[config.mk]
export PLATFORM = sky130hd
export DESIGN_NAME = bb3_ctrl
export DESIGN_NICKNAME = d
export VERILOG_FILES = /design/src/bb3_pkg.sv /design/src/bb3_ctrl.sv
export VERILOG_INCLUDE_DIRS = /design/src /design/src/src
export SDC_FILE = /design/constraint.sdc
export NUM_CORES = 1
export LEC_CHECK = 0
export BUFFER_PORTS_ARGS = -buffer_cell sky130_fd_sc_hd__clkbuf_2
export CAP_MARGIN = 20
export CELL_PAD_IN_SITES_DETAIL_PLACEMENT = 0
export CELL_PAD_IN_SITES_GLOBAL_PLACEMENT = 1
export CORE_AREA = 5 5 93 95
export DETAILED_ROUTE_END_ITERATION = 8
export DIE_AREA = 0 0 98 100
export PLACE_DENSITY_LB_ADDON = 0.1
export SYNTH_ARGS = -nofsm -noshare
export SYNTH_HDL_FRONTEND = slang
export SYNTH_SLANG_ARGS = --single-unit
[constraint.sdc]
create_clock -name i_clk -period 8.9 [get_ports i_clk]
set_input_delay 0 -clock i_clk [delete_from_list [all_inputs] [get_ports i_clk]]
set_output_delay 0 -clock i_clk [all_outputs]
set_load 0.005 [all_outputs]
[src/box_blur_3x3_border_copy_macros.svh]
// Assertion macros shared by the 3x3 box blur RTL.
`ifndef BOX_BLUR_3X3_BORDER_COPY_MACROS_SVH
`define BOX_BLUR_3X3_BORDER_COPY_MACROS_SVH

// Property checked on every rising clock edge outside of reset.
`define BB3_ASSERT(lbl, prop, msg) \
    lbl: assert property (@(posedge i_clk) disable iff (!i_rst_n) prop) \
        else $error(msg);

// Condition that must never be seen outside of reset.
`define BB3_ASSERT_NEVER(lbl, expr, msg) \
    `BB3_ASSERT(lbl, !(expr), msg)

`endif

[src/bb3_pkg.sv]
// Package for the 3x3 box blur: constants, command codes and stage structs.
`timescale 1ns / 1ps
`default_nettype none
package bb3_pkg;

    // Line store depth and derived column counter width
    localparam int MAX_WIDTH   = 1024;
    localparam int CNT_W       = $clog2(MAX_WIDTH);

    localparam int PIX_W       = 8;
    localparam int CFG_W       = 11;
    localparam int MAX_W       = 9;
    localparam int ROW_W       = 2;
    localparam int WIDTH_RESET = 640;

    // Nine 8-bit pixels sum to at most 2295
    localparam int SUM_W       = 12;

    // floor(s / 9) == (s * 7282) >> 16 for every s below 2296
    localparam int RECIP_9     = 7282;
    localparam int RECIP_W     = 13;
    localparam int RECIP_SHIFT = 16;
    localparam int PROD_W      = SUM_W + RECIP_W;

    // Result queue, depth must be a power of two
    localparam int FIFO_DEPTH  = 8;
    localparam int FIFO_AW     = $clog2(FIFO_DEPTH);

    typedef enum logic {
        CMD_PIXEL = 1'b0,
        CMD_DRAIN = 1'b1
    } t_cmd;

    // Item after the transfer edge, line store read in flight
    typedef struct packed {
        logic              valid;
        logic              is_drain;
        logic [PIX_W-1:0]  pix;
        logic [CNT_W-1:0]  addr;
        logic              emit_a;
        logic              interior;
        logic              run_last_a;
        logic              emit_b;
        logic              image_last;
    } t_s1;

    // Item after the window stage
    typedef struct packed {
        logic              valid;
        logic [SUM_W-1:0]  sum;
        logic [PIX_W-1:0]  val_a;
        logic [PIX_W-1:0]  val_b;
        logic              emit_a;
        logic              interior;
        logic              run_last_a;
        logic              emit_b;
        logic              image_last;
    } t_s2;

    typedef struct packed {
        logic [PIX_W-1:0]        pixel_out;
        logic                    run_last;
        logic                    image_last;
        logic signed [MAX_W-1:0] interior_max;
    } t_result;

    // Up to two results written into the queue per cycle
    typedef struct packed {
        logic    push_a;
        logic    push_b;
        t_result res_a;
        t_result res_b;
    } t_push;

endpackage
`default_nettype wire

[src/bb3_ctrl.sv]
// Width register, raster counters and per-item decisions at the transfer edge.
`timescale 1ns / 1ps
`default_nettype none
`include "box_blur_3x3_border_copy_macros.svh"
module bb3_ctrl
    import bb3_pkg::*;
(
    input  wire logic             i_clk,
    input  wire logic             i_rst_n,
    input  wire logic             i_cfg_valid,
    input  wire logic [CFG_W-1:0] i_cfg_image_width,
    input  wire logic             i_accept,
    input  wire logic             i_command,
    input  wire logic [PIX_W-1:0] i_pixel_in,
    output logic      [CNT_W-1:0] o_rd_addr,
    output t_s1                   o_s1
);

    logic [CFG_W-1:0] r_width;
    logic [CNT_W-1:0] r_col, n_col;
    logic [ROW_W-1:0] r_row, n_row;
    logic [CNT_W-1:0] r_drain, n_drain;
    t_s1              r_s1, n_s1;

    logic [CNT_W-1:0] w_m1;
    logic             is_drain;
    logic             row_ge1, row_ge2, col_end;
    logic             drain_ok, drain_last, pixel_ok;

    // Clamp the width to 3..MAX_WIDTH, kept as width minus one
    always_comb begin
        if (r_width < CFG_W'(3)) begin
            w_m1 = CNT_W'(2);
        end else if (32'(r_width) > MAX_WIDTH) begin
            w_m1 = CNT_W'(MAX_WIDTH - 1);
        end else begin
            w_m1 = CNT_W'(r_width - CFG_W'(1));
        end
    end

    // Position decode
    assign is_drain   = (t_cmd'(i_command) == CMD_DRAIN);
    assign row_ge1    = (r_row != '0);
    assign row_ge2    = (r_row == ROW_W'(2));
    assign col_end    = (r_col >= w_m1);
    assign drain_ok   = row_ge1 && (r_col == '0);
    assign drain_last = (r_drain >= w_m1);
    assign pixel_ok   = (r_drain == '0);
    assign o_rd_addr  = is_drain ? r_drain : r_col;

    // Decide the results of this item and advance the counters
    always_comb begin
        n_col   = r_col;
        n_row   = r_row;
        n_drain = r_drain;
        n_s1    = '0;
        n_s1.is_drain = is_drain;
        n_s1.pix      = i_pixel_in;
        n_s1.addr     = o_rd_addr;
        if (is_drain) begin
            n_s1.valid      = drain_ok;
            n_s1.emit_a     = 1'b1;
            n_s1.run_last_a = 1'b1;
            n_s1.image_last = drain_last;
            if (drain_ok) begin
                if (drain_last) begin
                    n_drain = '0;
                    n_col   = '0;
                    n_row   = '0;
                end else begin
                    n_drain = r_drain + CNT_W'(1);
                end
            end
        end else begin
            n_s1.valid      = pixel_ok;
            n_s1.emit_a     = row_ge1 && (r_col != '0);
            n_s1.interior   = row_ge2 && (r_col >= CNT_W'(2)) && (r_col <= w_m1);
            n_s1.run_last_a = !col_end;
            n_s1.emit_b     = row_ge1 && col_end;
            if (pixel_ok) begin
                if (col_end) begin
                    n_col = '0;
                    if (r_row != ROW_W'(2)) begin
                        n_row = r_row + ROW_W'(1);
                    end
                end else begin
                    n_col = r_col + CNT_W'(1);
                end
            end
        end
    end

    // State and stage register
    always_ff @(posedge i_clk) begin
        if (!i_rst_n) begin
            r_width <= CFG_W'(WIDTH_RESET);
            r_col   <= '0;
            r_row   <= '0;
            r_drain <= '0;
            r_s1    <= '0;
        end else begin
            if (i_cfg_valid) begin
                r_width <= i_cfg_image_width;
            end
            if (i_accept) begin
                r_col   <= n_col;
                r_row   <= n_row;
                r_drain <= n_drain;
                r_s1    <= n_s1;
            end else begin
                r_s1.valid <= 1'b0;
            end
        end
    end

    assign o_s1 = r_s1;

    `BB3_ASSERT(a_drain_at_row_start, (r_drain != '0) |-> (r_col == '0 && r_row != '0), "drain count set outside a row start")
    `BB3_ASSERT(a_misplaced_drain_dropped, (i_accept && is_drain && r_col != '0) |=> !r_s1.valid, "drain in mid row was not dropped")

endmodule
`default_nettype wire

Yosys cells after proc, flatten, opt, wreduce, memory -nomap -nowiden. Index checks and enable logic that the tools add are counted. W data, S select, Z words.

Equal/unequal tests: 4. Reductions and logical operators: 17. Magnitude comparators: 6. $add $sub $neg: 4. Muxes and demuxes: 21.

Operator list (count): $mux W10 (9); $add A10 B1 Y10 const B (2); $ge A10 B10 Y1 (2); $logic_not A10 Y1 (2); $mux W2 (6); $gt A11 B11 Y1 const B (1); $lt A11 B2 Y1 const B (1); $ge A10 B2 Y1 const B (1); $le A10 B10 Y1 (1); $reduce_bool A10 Y1 (1); $sub A10 B1 Y10 const B (1); $reduce_bool A2 Y1 (4); $mux W1 (6); $reduce_and A6 Y1 (1); $logic_and A1 B1 Y1 (5); $ne A2 B1 Y1 const B (2); $reduce_and A4 Y1 (1); $reduce_and A3 Y1 (1); $add A2 B1 Y2 const B (1); $eq A2 B2 Y1 const B (1); $ne A2 B2 Y1 const B (1); $reduce_and A2 Y1 (1); $logic_not A1 Y1 (1).

Register bits: 58. Logic and storage cells: 65. Output and inout bits: 35.

Longest topological paths before layout. Gate-level depths: netlist of the first run.

Depth after elaboration: 7. Gate-level depth with buffers: 14. Mapped depth without buffers: 13.

Least setup slack after synthesis of the first run. Ideal clock, no wire load.

Kind: register -> register. Start: register r_width[5]. End: register r_col[2]. Arrival time: 2.967 ns. Required time: 8.831 ns. Clock period less this slack: 3.036 ns. Stages on the path, launching flop included: 13. Setup slack: 5.864 ns. Path through: dfxtp_1 -> nor4_1 -> nand3_1 -> o21a_1 -> o21ai_0 -> ha_1 -> a21oi_1 -> o21ai_0 -> a2111oi_2 -> nor3b_2 -> buf_4 -> a22oi_1 -> o21ai_1.

Longest elaborated chain between the ends: 7.

Ends and longest elaborated chain: start: declaration (RTL line bb3_ctrl.sv:19) `logic [CFG_W-1:0] r_width;`; start signal: assignment (RTL line bb3_ctrl.sv:96) `r_width <= CFG_W'(WIDTH_RESET);`; start signal: assignment (RTL line bb3_ctrl.sv:103) `r_width <= i_cfg_image_width;`; $sub A10 B1 Y10 or $gt A11 B11 Y1 (tied branches) (RTL line bb3_ctrl.sv:37, bb3_ctrl.sv:34); $mux W10 (RTL line bb3_ctrl.sv:34) `end else if (32'(r_width) > MAX_WIDTH) begin`; $mux W10 (*) (RTL line bb3_ctrl.sv:32) `if (r_width < CFG_W'(3)) begin`; $ge A10 B10 Y1 (RTL line bb3_ctrl.sv:45) `assign col_end = (r_col >= w_m1);`; $mux W10 (RTL line bb3_ctrl.sv:81) `if (col_end) begin`; $mux W10 (RTL line bb3_ctrl.sv:80) `if (pixel_ok) begin`; $mux W10 (RTL line bb3_ctrl.sv:60) `if (is_drain) begin`; end signal: assignment (RTL line bb3_ctrl.sv:106) `r_col <= n_col;`; end: declaration (RTL line bb3_ctrl.sv:20) `logic [CNT_W-1:0] r_col, n_col;`.

Mark *: on every way between the ends. The rest lies on a longest branch, timed or not. The select of a mux whose other input is x is not followed. A chain may end at the register's enable or synchronous reset.

Final worst setup path of the first run.
Start: register r_width[5]. End: register r_col[4].

The elaborated chain is that of the path after synthesis.

==> results of run 1 <==
-- metrics by stage --
stage	std cells	hold WS, ns	power [mW]
2_1_floorplan	380	0.129	0.330
3_3_place_gp	519	0.230	0.351
3_5_place_dp	519	0.226	0.352
4_1_cts	554	0.167	0.591
5_1_grt	554	0.187	0.609
6_report	554	0.165	0.582
-- registers in the layout, summed over array words and instances, names as in the netlist --
name / flops
o_s1: 25
r_col: 10
r_drain: 10
r_row: 2
r_width: 11
-- cell usage after synthesis (all sizes together) (5+ instances only) --
master | count | area, um^2
a211oi | 6 | 45.0
a21oi | 7 | 35.0
a22o | 8 | 71.3
and3 | 7 | 43.8
buf | 17 | 121
clkbuf | 5 | 18.8
dfxtp | 58 | 1160
ha | 28 | 350
inv | 17 | 63.8
mux2 | 8 | 90.1
mux2i | 30 | 300
nand2 | 27 | 101
nand3 | 10 | 50.1
nand4 | 10 | 62.6
nor2 | 27 | 104
nor2b | 30 | 188
nor3 | 7 | 35.0
nor4 | 5 | 46.3
o21ai | 18 | 90.1
xnor2 | 5 | 43.8
xor2 | 11 | 96.3
-- power breakdown --
part / total (mW) / switching [mW] / internal (mW)
clock: 0.230 / 0.118 / 0.111
sequential: 0.272 / 0.00613 / 0.266
combinational: 0.0799 / 0.0422 / 0.0377
-- metal layers --
metal  track usage [%]  up-vias  wire length (um)
met5                 0        -                 0
met4              7.45        0               135
met3              3.89       11               323
met2              28.8       44              3990
met1              24.1     1340              4110
li1                  -     1480                 -
-- worst paths after layout --
| check | from | endpoint | slack, ns | cells past startpoint |
|---|---|---|---|---|
| max reg2reg | r_width[5]$_SDFFE_PN0P_ | r_col[4]$_SDFFE_PN0P_ | 5.01 | 11 |
| min | i_cfg_valid | r_width[9]$_SDFFE_PN1P_ | 0.17 | 3 |
| min reg2reg | r_row[0]$_SDFFE_PN0P_ | r_row[0]$_SDFFE_PN0P_ | 0.45 | 2 |
| max | r_width[5]$_SDFFE_PN0P_ | r_col[4]$_SDFFE_PN0P_ | 5.01 | 11 |
-- area by class of cell --
| class | count | area, um^2 |
|---|---|---|
| well taps | 102 | 128 |
| repair buffers | 78 | 488 |
| clock buffers | 10 | 138 |
| fillers | 739 | 3540 |
| multi-input cells | 283 | 2080 |
| flip-flops and latches | 58 | 1160 |
| inverters | 17 | 63.8 |
| clock inverters | 6 | 50.0 |
-- worst max-delay path: stages, from the launching register on --
cell and delay (ns):
dfxtp_1 0.36, nor4_1 0.50, nand3_1 0.21, o21a_1 0.24
o21ai_0 0.28, ha_1 0.31, a21oi_1 0.15, o21ai_0 0.15
a2111oi_2 0.58, nor3b_2 0.72, a22o_1 0.23, a22o_1 0.11
-- cells by family after synthesis --
group	after synthesis	share of synthesized area, %
simple gates	138	21.6
mux	38	11.3
xor+xnor	16	4.07
fa+ha+maj	29	10.5
compound gates	62	12.9
flops	58	33.7
buf+inv	39	5.92
-- repair_timing --
action	in CTS	in global routing
hold buffers	19	0
hold endpoints to repair	19	0
gates resized for setup	0	0
==> load_flow_metrics.sql, run 1 <==
INSERT INTO impl_metrics (metric_group, metric, value, unit) VALUES
('synth', 'yosysUniqueCellTypes', '55', ''),
('critical_path', 'critPathLaunchType', 'flop', ''),
('floorplanning', 'die_height', '100', 'um'),
('synth', 'synth.yosys.warnings', '0', ''),
('critical_path', 'kind_of_end_point_of_the_critical_path', 'flop', ''),
('timing', 'setup_tns', '0', 'ns'),
('global_routing', 'vias_in_the_first_global_route', '2795', ''),
('timing', 'final_hold_viol_count', '0', ''),
('timing', 'final_min_period_over_clock_period', '43.8', '%'),
('timing', 'setup_slack', '5.01', 'ns'),
('pwr', 'power.density_cell_area', '142', 'nW/um^2'),
('placement', 'port-buffer-count', '58', ''),
('critical_path', 'timing.critical_path.fanout_max', '12', ''),
('clock_tree', 'clock_transition_at_the_registers_of_the_reported_paths', '0.07', 'ns'),
('global_routing', 'grt_antenna_before_repair', '0', ''),
('timing', 'setup_repair_after_global_routing_missed_its_margin', 'no', ''),
('floorplanning', 'pin_count', '59', ''),
('placement', 'place_congestion', '0.844', ''),
('placement', 'postPlaceCellArea', '3730', 'um^2'),
('final_layout', 'final_design_area_no_fill', '4110', 'um^2'),
('timing', 'worst_slew_margin_relative_to_its_limit', '47.5', '%'),
('synth', 'synth.avg_cell_area', '9.06', 'um^2'),
('clock_tree', 'clock_tree.buffer_depth', '2', ''),
('outcome', 'outcome', 'finished clean', ''),
('clock_tree', 'cts.root.buffer_cell', 'clkbuf_8', ''),
('job', 'cap_viol_max_count', '0', ''),
('final_layout', 'drive_above_1_share', '20.8', '%'),
('synth', 'postSynthNetCount', '432', ''),
('timing', 'max_slew.worst_pin.slew', '0.782', 'ns'),
('route', 'postRouteAntennaNets', '0', ''),
('clock_tree', 'cts_tree', 'yes', ''),
('route', 'total_wirelength_of_the_detailed_routed_design', '8.56', 'mm'),
('min_path', 'worstHoldPathType', 'in2reg', ''),
('pwr', 'leakage', '1.85', 'nW'),
('synth', 'synth_seq_area_share', '33.7', '%'),
('floorplanning', 'num_rows', '32', ''),
('clock_tree', 'cts-buffers-inserted', '9', ''),
('synth', 'netlist_area', '3440', 'um^2'),
('global_routing', 'gr-usage-all-layers', '18.2', '%'),
('synth', 'synth_edf_count', '0', ''),
('synth', 'synth_async_sr_flop_share', '0', '%'),
('placement', 'detailed_place_hpwl', '6.22', 'mm'),
('timing', 'finalMaxSlewViolations', '0', ''),
('floorplanning', 'fp.coreArea', '7650', 'um^2'),
('clock_tree', 'cts_num_sinks', '58', ''),
('critical_path', 'path_class', 'reg2reg', ''),
('final_layout', 'antenna_cells', '0', ''),
('route', 'detail_route.wl_per_cell', '15.5', 'um'),
('route', 'drcViolationCount', '0', ''),
('clock_tree', 'cts_htree_levels', '3', ''),
('global_routing', 'maximum_number_of_pins_on_one_net_before_global_route_repair', '43', ''),
('placement', 'pre_cts_slack', '5.03', 'ns'),
('final_layout', 'layout_common_cells', 'clkbuf_2 (58), dfxtp_1 (58), mux2i_1 (30), nor2b_1 (30), ha_1 (28)', ''),
('global_routing', 'grt_first_pass_wirelength', '14.2', 'mm'),
('final_layout', 'area_delta_synth_final', '19.3', '%'),
('timing', 'layout_min_cycle_time', '3.89', 'ns'),
('synth', 'postSynthRegisterBits', '58', ''),
('route', 'drt_first_iter_violations', '89', ''),
('floorplanning', 'initial_utilization', '45.0', '%'),
('clock_tree', 'cts_setup_buffers', '0', ''),
('route', 'drt-vias-per-instance', '5.19', ''),
('pwr', 'ir_worst_vdd', '0.0000929', 'V'),
('floorplanning', 'die-width', '98', 'um'),
('timing', 'final.setup_skew', '0.0119', 'ns'),
('synth', 'synth_ff_type', 'dfxtp_1', ''),
('route', 'detailroute.via_count', '2875', ''),
('timing', 'fmax', '0.257', 'GHz'),
('floorplanning', 'floorplan.die_area', '9800', 'um^2'),
('final_layout', 'fin_nets', '499', ''),
('route', 'first_pass_iters', '4', ''),
('critical_path', 'cp_data_arrival_time', '4.18', 'ns'),
('timing', 'setup_violations', '0', ''),
('global_routing', 'overflow', '0', ''),
('final_layout', 'layout.core_utilization', '53.7', '%'),
('synth', 'synthesis.instances', '380', ''),
('clock_tree', 'clk-insertion-delay-late', '0.35', 'ns'),
('critical_path', 'worst_ep_required_time', '9.19', 'ns');
No activity file was read; power rests on OpenSTA's default activity.
==> run 2, diff against run 1 <==
Settings changed: CORE_AREA 5 5 93 95 to 5 5 96 98, DIE_AREA 0 0 98 100 to 0 0 101 103.
Clock period 8.9 ns to 3.8 ns, I/O delays scaled along.
==> run 2 against run 1 <==
Net effect: first-iteration DRC count rose by 47%; via count rose by 0.35%; non-clock buffer count rose by 2; highest routed layer unchanged; core utilization fell by 3.9 points; flip-flop and latch count did not move.
==> load_flow_metrics.sql, run 2 (same netlist as run 1, synthesis figures left out) <==
INSERT INTO impl_metrics (metric_group, metric, value, unit) VALUES
('timing', 'setup_violations', '0', ''),
('floorplanning', 'pin_count', '59', ''),
('pwr', 'leakage', '1.87', 'nW'),
('route', 'first_pass_iters', '5', ''),
('floorplanning', 'fp.coreArea', '8380', 'um^2'),
('route', 'postRouteAntennaNets', '0', ''),
('timing', 'final.setup_skew', '0.00631', 'ns'),
('clock_tree', 'cts_tree', 'yes', ''),
('clock_tree', 'clk-insertion-delay-late', '0.34', 'ns'),
('pwr', 'p_int', '1.10', 'mW'),
('route', 'total_wirelength_of_the_detailed_routed_design', '8.96', 'mm'),
('global_routing', 'overflow', '0', ''),
('route', 'detail_route.wl_per_cell', '15.9', 'um'),
('critical_path', 'path_cells', 'nor4_2 -> nand3_1 -> o21a_1 -> o21ai_0 -> ha_1 -> a21oi_1 -> o21ai_0 -> a2111oi_2 -> nor3b_2 -> buf_4 -> a21boi_0 -> a21o_1', ''),
('floorplanning', 'die-width', '101', 'um'),
('placement', 'dp.cells', '527', ''),
('job', 'cap_viol_max_count', '0', ''),
('final_layout', 'max_ffs_per_register', '25', ''),
('critical_path', 'path_common_cell', 'o21ai_0', ''),
('final_layout', 'fin_cells', '562', ''),
('timing', 'final_hold_viol_count', '0', ''),
('critical_path', 'kind_of_end_point_of_the_critical_path', 'flop', ''),
('critical_path', 'timing.critical_path.fanout_max', '12', ''),
('pwr', 'pwr-share-comb', '12.8', '%'),
('timing', 'setup_tns', '0', 'ns'),
('pwr', 'power.share.switching', '26.1', '%'),
('global_routing', 'gr-usage-all-layers', '18.2', '%'),
('pwr', 'net-switching-power', '389', 'uW'),
('pwr', 'report.power.total', '1.49', 'mW'),
('timing', 'worst_slew_margin_relative_to_its_limit', '49.5', '%'),
('critical_path', 'path_class', 'reg2reg', ''),
('final_layout', 'area_delta_synth_final', '21.3', '%'),
('critical_path', 'slowest_stage', 'a2111oi_2', ''),
('placement', 'detailed_place_hpwl', '6.42', 'mm'),
('final_layout', 'layout.core_utilization', '49.8', '%'),
('final_layout', 'antenna_cells', '0', ''),
('timing', 'hold_slack', '0.173', 'ns'),
('pwr', 'ir_worst_vdd', '0.000149', 'V'),
('critical_path', 'rrSetupSlack', '0.30', 'ns'),
('global_routing', 'vias_in_the_first_global_route', '2759', ''),
('critical_path', 'critPathLaunchType', 'flop', ''),
('final_layout', 'fin_nets', '501', ''),
('floorplanning', 'num_rows', '34', ''),
('timing', 'layout_min_cycle_time', '3.50', 'ns'),
('clock_tree', 'cts.root.buffer_cell', 'clkbuf_8', ''),
('min_path', 'worstHoldPathType', 'in2reg', ''),
('pwr', 'power.density_cell_area', '357', 'nW/um^2'),
('pwr', 'power.sequential.fraction', '42.9', '%'),
('route', 'drt_first_iter_violations', '131', ''),
('clock_tree', 'clock_tree.buffer_depth', '2', ''),
('final_layout', 'n_fill_cell', '836', ''),
('timing', 'fmax', '0.285', 'GHz'),
('clock_tree', 'clock_transition_at_the_registers_of_the_reported_paths', '0.07', 'ns'),
('final_layout', 'layout_common_cells', 'clkbuf_2 (58), dfxtp_1 (58), mux2i_1 (30), nor2b_1 (30), ha_1 (28)', ''),
('critical_path', 'cp_data_arrival_time', '3.80', 'ns'),
('floorplanning', 'die_height', '103', 'um'),
('timing', 'final_min_period_over_clock_period', '92.2', '%'),
('clock_tree', 'cts_htree_levels', '3', ''),
('outcome', 'outcome', 'finished clean', ''),
('global_routing', 'grt_antenna_before_repair', '0', ''),
('global_routing', 'maximum_number_of_pins_on_one_net_before_global_route_repair', '43', ''),
('route', 'drcViolationCount', '0', ''),
('floorplanning', 'floorplan.die_area', '10400', 'um^2'),
('final_layout', 'drive_above_1_share', '21.4', '%'),
('route', 'drt-vias-per-instance', '5.13', ''),
('clock_tree', 'cts_num_sinks', '58', ''),
('placement', 'place_congestion', '0.794', ''),
('floorplanning', 'initial_utilization', '41.1', '%'),
('placement', 'port-buffer-count', '58', ''),
('timing', 'setup_repair_after_global_routing_missed_its_margin', 'no', ''),
('clock_tree', 'cts_setup_buffers', '0', ''),
('timing', 'finalMaxSlewViolations', '0', ''),
('pwr', 'pwr-share-clk', '44.3', '%'),
('timing', 'max_slew.worst_pin.slew', '0.757', 'ns'),
('critical_path', 'worst_ep_required_time', '4.10', 'ns'),
('clock_tree', 'cts-buffers-inserted', '9', ''),
('critical_path', 'critical_path.max_stage_delay', '0.62', 'ns'),
('route', 'detailroute.via_count', '2885', ''),
('global_routing', 'grt_first_pass_wirelength', '14.5', 'mm');
[run 2: layout make-up]
type | instances | area [um^2] | area share (%)
Inverter | 17 | 63.8 | 1.53
Sequential cell | 58 | 1160 | 27.8
Timing Repair Buffer | 80 | 503 | 12.1
Multi-Input combinational cell | 283 | 2080 | 49.9
Tap cell | 108 | 135 | 3.24
Clock buffer | 10 | 138 | 3.30
Clock inverter | 6 | 90.1 | 2.16
[run 2: routing by layer]
metal / global-route usage [%] / share of wire (%) / vias up
li1: - / - / 1479
met5: 0 / 0 / -
met3: 3.11 / 3.2 / 13
met1: 25.1 / 48 / 1337
met2: 28.1 / 47 / 56
met4: 7.57 / 1.5 / 0
[run 2: power groups by stage]
stage | logic [mW] | registers [mW] | clock network [mW]
6_report | 0.191 | 0.639 | 0.660
5_1_grt | 0.213 | 0.641 | 0.706
3_3_place_gp | 0.174 | 0.652 | 0
3_5_place_dp | 0.175 | 0.652 | 0
2_1_floorplan | 0.124 | 0.650 | 0
4_1_cts | 0.191 | 0.638 | 0.683
[run 2: through the flow]
step,instance area (um^2),setup slack [ns]
floorplan,3440,0.764
global placement,3750,0.395
detailed placement,3750,0.239
CTS,4170,0.207
global route,4170,0.00537
finish,4170,0.296
[run 2: final timing paths]
kind | start | endpoint | cells after the start
min | i_cfg_valid | r_width[7]$_SDFFE_PN1P_ | 3
min reg2reg | r_row[0]$_SDFFE_PN0P_ | r_row[0]$_SDFFE_PN0P_ | 2
max reg2reg | r_width[5]$_SDFFE_PN0P_ | r_col[9]$_SDFFE_PN0P_ | 12
max | r_width[5]$_SDFFE_PN0P_ | r_col[9]$_SDFFE_PN0P_ | 12
[run 2: timing repair]
action,in CTS,in global routing
gates resized for setup,0,1
hold buffers,19,0
endpoints found under the setup margin,0,6
endpoints found under the hold margin,19,0
[run 2: worst max-delay path, delay by kind of cell, from the launching register on]
kind / cells / cell delay [ns]
buffers and inverters: 1 / 0.21
AOI/OAI and AO/OA: 7 / 1.73
DFF: 1 / 0.37
adders and majority gates: 1 / 0.31
and+or+nand+nor: 3 / 0.81
==> run 3, diff against run 2 <==
Settings changed: PLACE_DENSITY set to 0.84, PLACE_DENSITY_LB_ADDON 0.1 to unset, SLEW_MARGIN set to 20.
==> run 3 against run 2 <==
Net effect: global-route usage decreased by 1.1 points; clock skew up 0.00090 ns; non-clock buffer count increased by 1; critical path depth stayed put; flip-flop and latch count stayed put; cell count grew 0.18%; largest cell class unchanged.
==> load_flow_metrics.sql, run 3 (same netlist as run 1, synthesis figures left out) <==
INSERT INTO impl_metrics (metric_group, metric, value, unit) VALUES
('outcome', 'outcome', 'finished clean', ''),
('min_path', 'worstHoldPathType', 'in2reg', ''),
('floorplanning', 'fp.coreArea', '8380', 'um^2'),
('placement', 'place_congestion', '0.858', ''),
('route', 'total_wirelength_of_the_detailed_routed_design', '8.51', 'mm'),
('timing', 'setup_slack', '0.325', 'ns'),
('pwr', 'leakage', '1.87', 'nW'),
('route', 'drt_first_iter_violations', '149', ''),
('floorplanning', 'initial_utilization', '41.1', '%'),
('clock_tree', 'clock_tree.buffer_depth', '2', ''),
('placement', 'detailed_place_hpwl', '6.16', 'mm'),
('critical_path', 'path_class', 'reg2reg', ''),
('global_routing', 'maximum_number_of_pins_on_one_net_before_global_route_repair', '43', ''),
('pwr', 'power.density_cell_area', '339', 'nW/um^2'),
('critical_path', 'worstRegToRegCells', '12', ''),
('final_layout', 'area_delta_synth_final', '20.6', '%'),
('clock_tree', 'cts.root.buffer_cell', 'clkbuf_8', ''),
('global_routing', 'grt_antenna_before_repair', '0', ''),
('route', 'detailroute.via_count', '2956', ''),
('critical_path', 'worst_path_dominant_cell_family', 'compound AO/OA/AOI/OAI gates', ''),
('job', 'cap_viol_max_count', '0', ''),
('critical_path', 'slowest_stage', 'a2111oi_2', ''),
('timing', 'final_hold_viol_count', '0', ''),
('floorplanning', 'die-width', '101', 'um'),
('timing', 'worst_slew_margin_relative_to_its_limit', '52.1', '%'),
('floorplanning', 'pin_count', '59', ''),
('floorplanning', 'die_height', '103', 'um'),
('pwr', 'report.power.total', '1.41', 'mW'),
('critical_path', 'kind_of_end_point_of_the_critical_path', 'flop', ''),
('critical_path', 'cp_data_arrival_time', '3.76', 'ns'),
('timing', 'fmax', '0.288', 'GHz'),
('route', 'drcViolationCount', '0', ''),
('final_layout', 'max_ffs_per_register', '25', ''),
('critical_path', 'path_common_cell', 'o21ai_0', ''),
('final_layout', 'layout_common_cells', 'clkbuf_2 (58), dfxtp_1 (58), mux2i_1 (30), nor2b_1 (30), ha_1 (28)', ''),
('clock_tree', 'cts_setup_buffers', '0', ''),
('timing', 'setup_violations', '0', ''),
('clock_tree', 'clk-insertion-delay-late', '0.33', 'ns'),
('clock_tree', 'cts_tree', 'yes', ''),
('clock_tree', 'cts_htree_levels', '3', ''),
('timing', 'final.setup_skew', '0.00721', 'ns'),
('final_layout', 'fin_nets', '502', ''),
('floorplanning', 'num_rows', '34', ''),
('pwr', 'ir_worst_vdd', '0.000210', 'V'),
('critical_path', 'rrSetupSlack', '0.33', 'ns'),
('critical_path', 'r2r_start', 'r_width[5]$_SDFFE_PN0P_', ''),
('timing', 'setup_repair_after_global_routing_missed_its_margin', 'no', ''),
('timing', 'finalMaxSlewViolations', '0', ''),
('final_layout', 'antenna_cells', '0', ''),
('final_layout', 'drive_above_1_share', '20.9', '%'),
('global_routing', 'grt_first_pass_wirelength', '13.9', 'mm'),
('critical_path', 'critical_path.max_stage_delay', '0.44', 'ns'),
('route', 'drt-vias-per-instance', '5.25', ''),
('timing', 'max_slew.worst_pin.slew', '0.718', 'ns'),
('global_routing', 'overflow', '0', ''),
('route', 'detail_route.wl_per_cell', '15.1', 'um'),
('timing', 'setup_tns', '0', 'ns'),
('final_layout', 'fin_cells', '563', ''),
('min_path', 'timing.hold.worst_endpoint', 'r_width[9]$_SDFFE_PN1P_', ''),
('timing', 'layout_min_cycle_time', '3.47', 'ns'),
('global_routing', 'gr-usage-all-layers', '17.1', '%'),
('placement', 'postPlaceCellArea', '3760', 'um^2'),
('critical_path', 'setup.worst_path.start', 'r_width[5]$_SDFFE_PN0P_', ''),
('min_path', 'min_path_cells', '3', ''),
('clock_tree', 'clock_transition_at_the_registers_of_the_reported_paths', '0.07', 'ns'),
('final_layout', 'final_design_area_no_fill', '4150', 'um^2'),
('placement', 'port-buffer-count', '58', ''),
('floorplanning', 'floorplan.die_area', '10400', 'um^2'),
('route', 'first_pass_iters', '4', ''),
('clock_tree', 'cts_num_sinks', '58', ''),
('critical_path', 'path_cells', 'nor4_2 -> nand3_1 -> o21a_1 -> o21ai_0 -> ha_1 -> a21oi_1 -> o21ai_0 -> a2111oi_2 -> nor3b_2 -> buf_4 -> a21boi_0 -> a21o_1', ''),
('critical_path', 'worst_path_buffer_plus_inverter_count', '1', ''),
('critical_path', 'critPathLaunchType', 'flop', ''),
('placement', 'pre_cts_slack', '0.339', 'ns'),
('route', 'postRouteAntennaNets', '0', ''),
('critical_path', 'regToRegEndpoint', 'r_col[9]$_SDFFE_PN0P_', ''),
('critical_path', 'worst_ep_required_time', '4.08', 'ns'),
('timing', 'final_min_period_over_clock_period', '91.4', '%'),
('critical_path', 'timing.critical_path.fanout_max', '12', ''),
('min_path', 'worst_hold_path_startpoint', 'i_cfg_valid', ''),
('placement', 'dp.cells', '528', ''),
('clock_tree', 'cts-buffers-inserted', '9', ''),
('global_routing', 'vias_in_the_first_global_route', '2822', '');
[run 3: cell count changes in the layout (fill, tap and decap cells not counted)]
cell | previous run | this run
clkinvlp_4 | 4 | 0
clkbuf_1 | 0 | 3
clkbuf_8 | 10 | 11
bufinv_16 | 2 | 1
buf_4 | 3 | 4
clkinv_2 | 0 | 1
[run 3: what timing repair did]
item / 4_1_cts / 5_1_grt
setup endpoints to repair: 0 / 1
hold endpoints to repair: 19 / 0
hold buffers: 19 / 0
resized for setup: 0 / 1
[run 3: worst reg2reg max path, cell delays in order, from the launching register on]
cell and delay [ns]:
dfxtp_1 0.37, nor4_2 0.41, nand3_1 0.18, o21a_1 0.24, o21ai_0 0.36, ha_1 0.32
a21oi_1 0.17, o21ai_0 0.19, a2111oi_2 0.44, nor3b_2 0.22, buf_4 0.20, a21boi_0 0.22
a21o_1 0.11
[run 3: worst max-delay path by stage]
stage          slack, ns                     to  cells past startpoint
3_3_place_gp        0.48  r_col[9]$_SDFFE_PN0P_                     12
4_1_cts             0.21  r_col[9]$_SDFFE_PN0P_                     12
2_1_floorplan       0.76  r_col[2]$_SDFFE_PN0P_                     12
6_report            0.33  r_col[9]$_SDFFE_PN0P_                     12
5_1_grt             0.09  r_col[9]$_SDFFE_PN0P_                     12
3_5_place_dp        0.34  r_col[9]$_SDFFE_PN0P_                     12
[run 3: metal layers]
metal  vias to the layer above  share of wire [%]  track usage [%]
li1                       1479                  -                -
met1                      1404                 46             21.5
met2                        58                 48             27.6
met3                        15                4.3             4.94
met4                         0                2.1             6.75
met5                         -                  0                0
[run 3: layout make-up]
type | instances | area [um^2]
tap | 108 | 135
multi-input combinational | 283 | 2080
sequential | 58 | 1160
fill | 780 | 4230
inverter | 17 | 63.8
clock inverter | 2 | 35.0
timing repair buffer | 81 | 510
clock buffer | 14 | 163
[run 3: per-stage QoR]
stage                     utilization, %  hold WS (ns)
after floorplan                        -         0.129
after global placement              44.8         0.224
after detailed placement            44.8         0.231
after CTS                           49.5         0.166
after global routing                49.5         0.185
final                               49.5         0.175
[run 3: power breakdown]
part           internal (mW)  switching [mW]
sequential             0.624          0.0150
combinational         0.0901           0.101
clock                  0.339           0.240
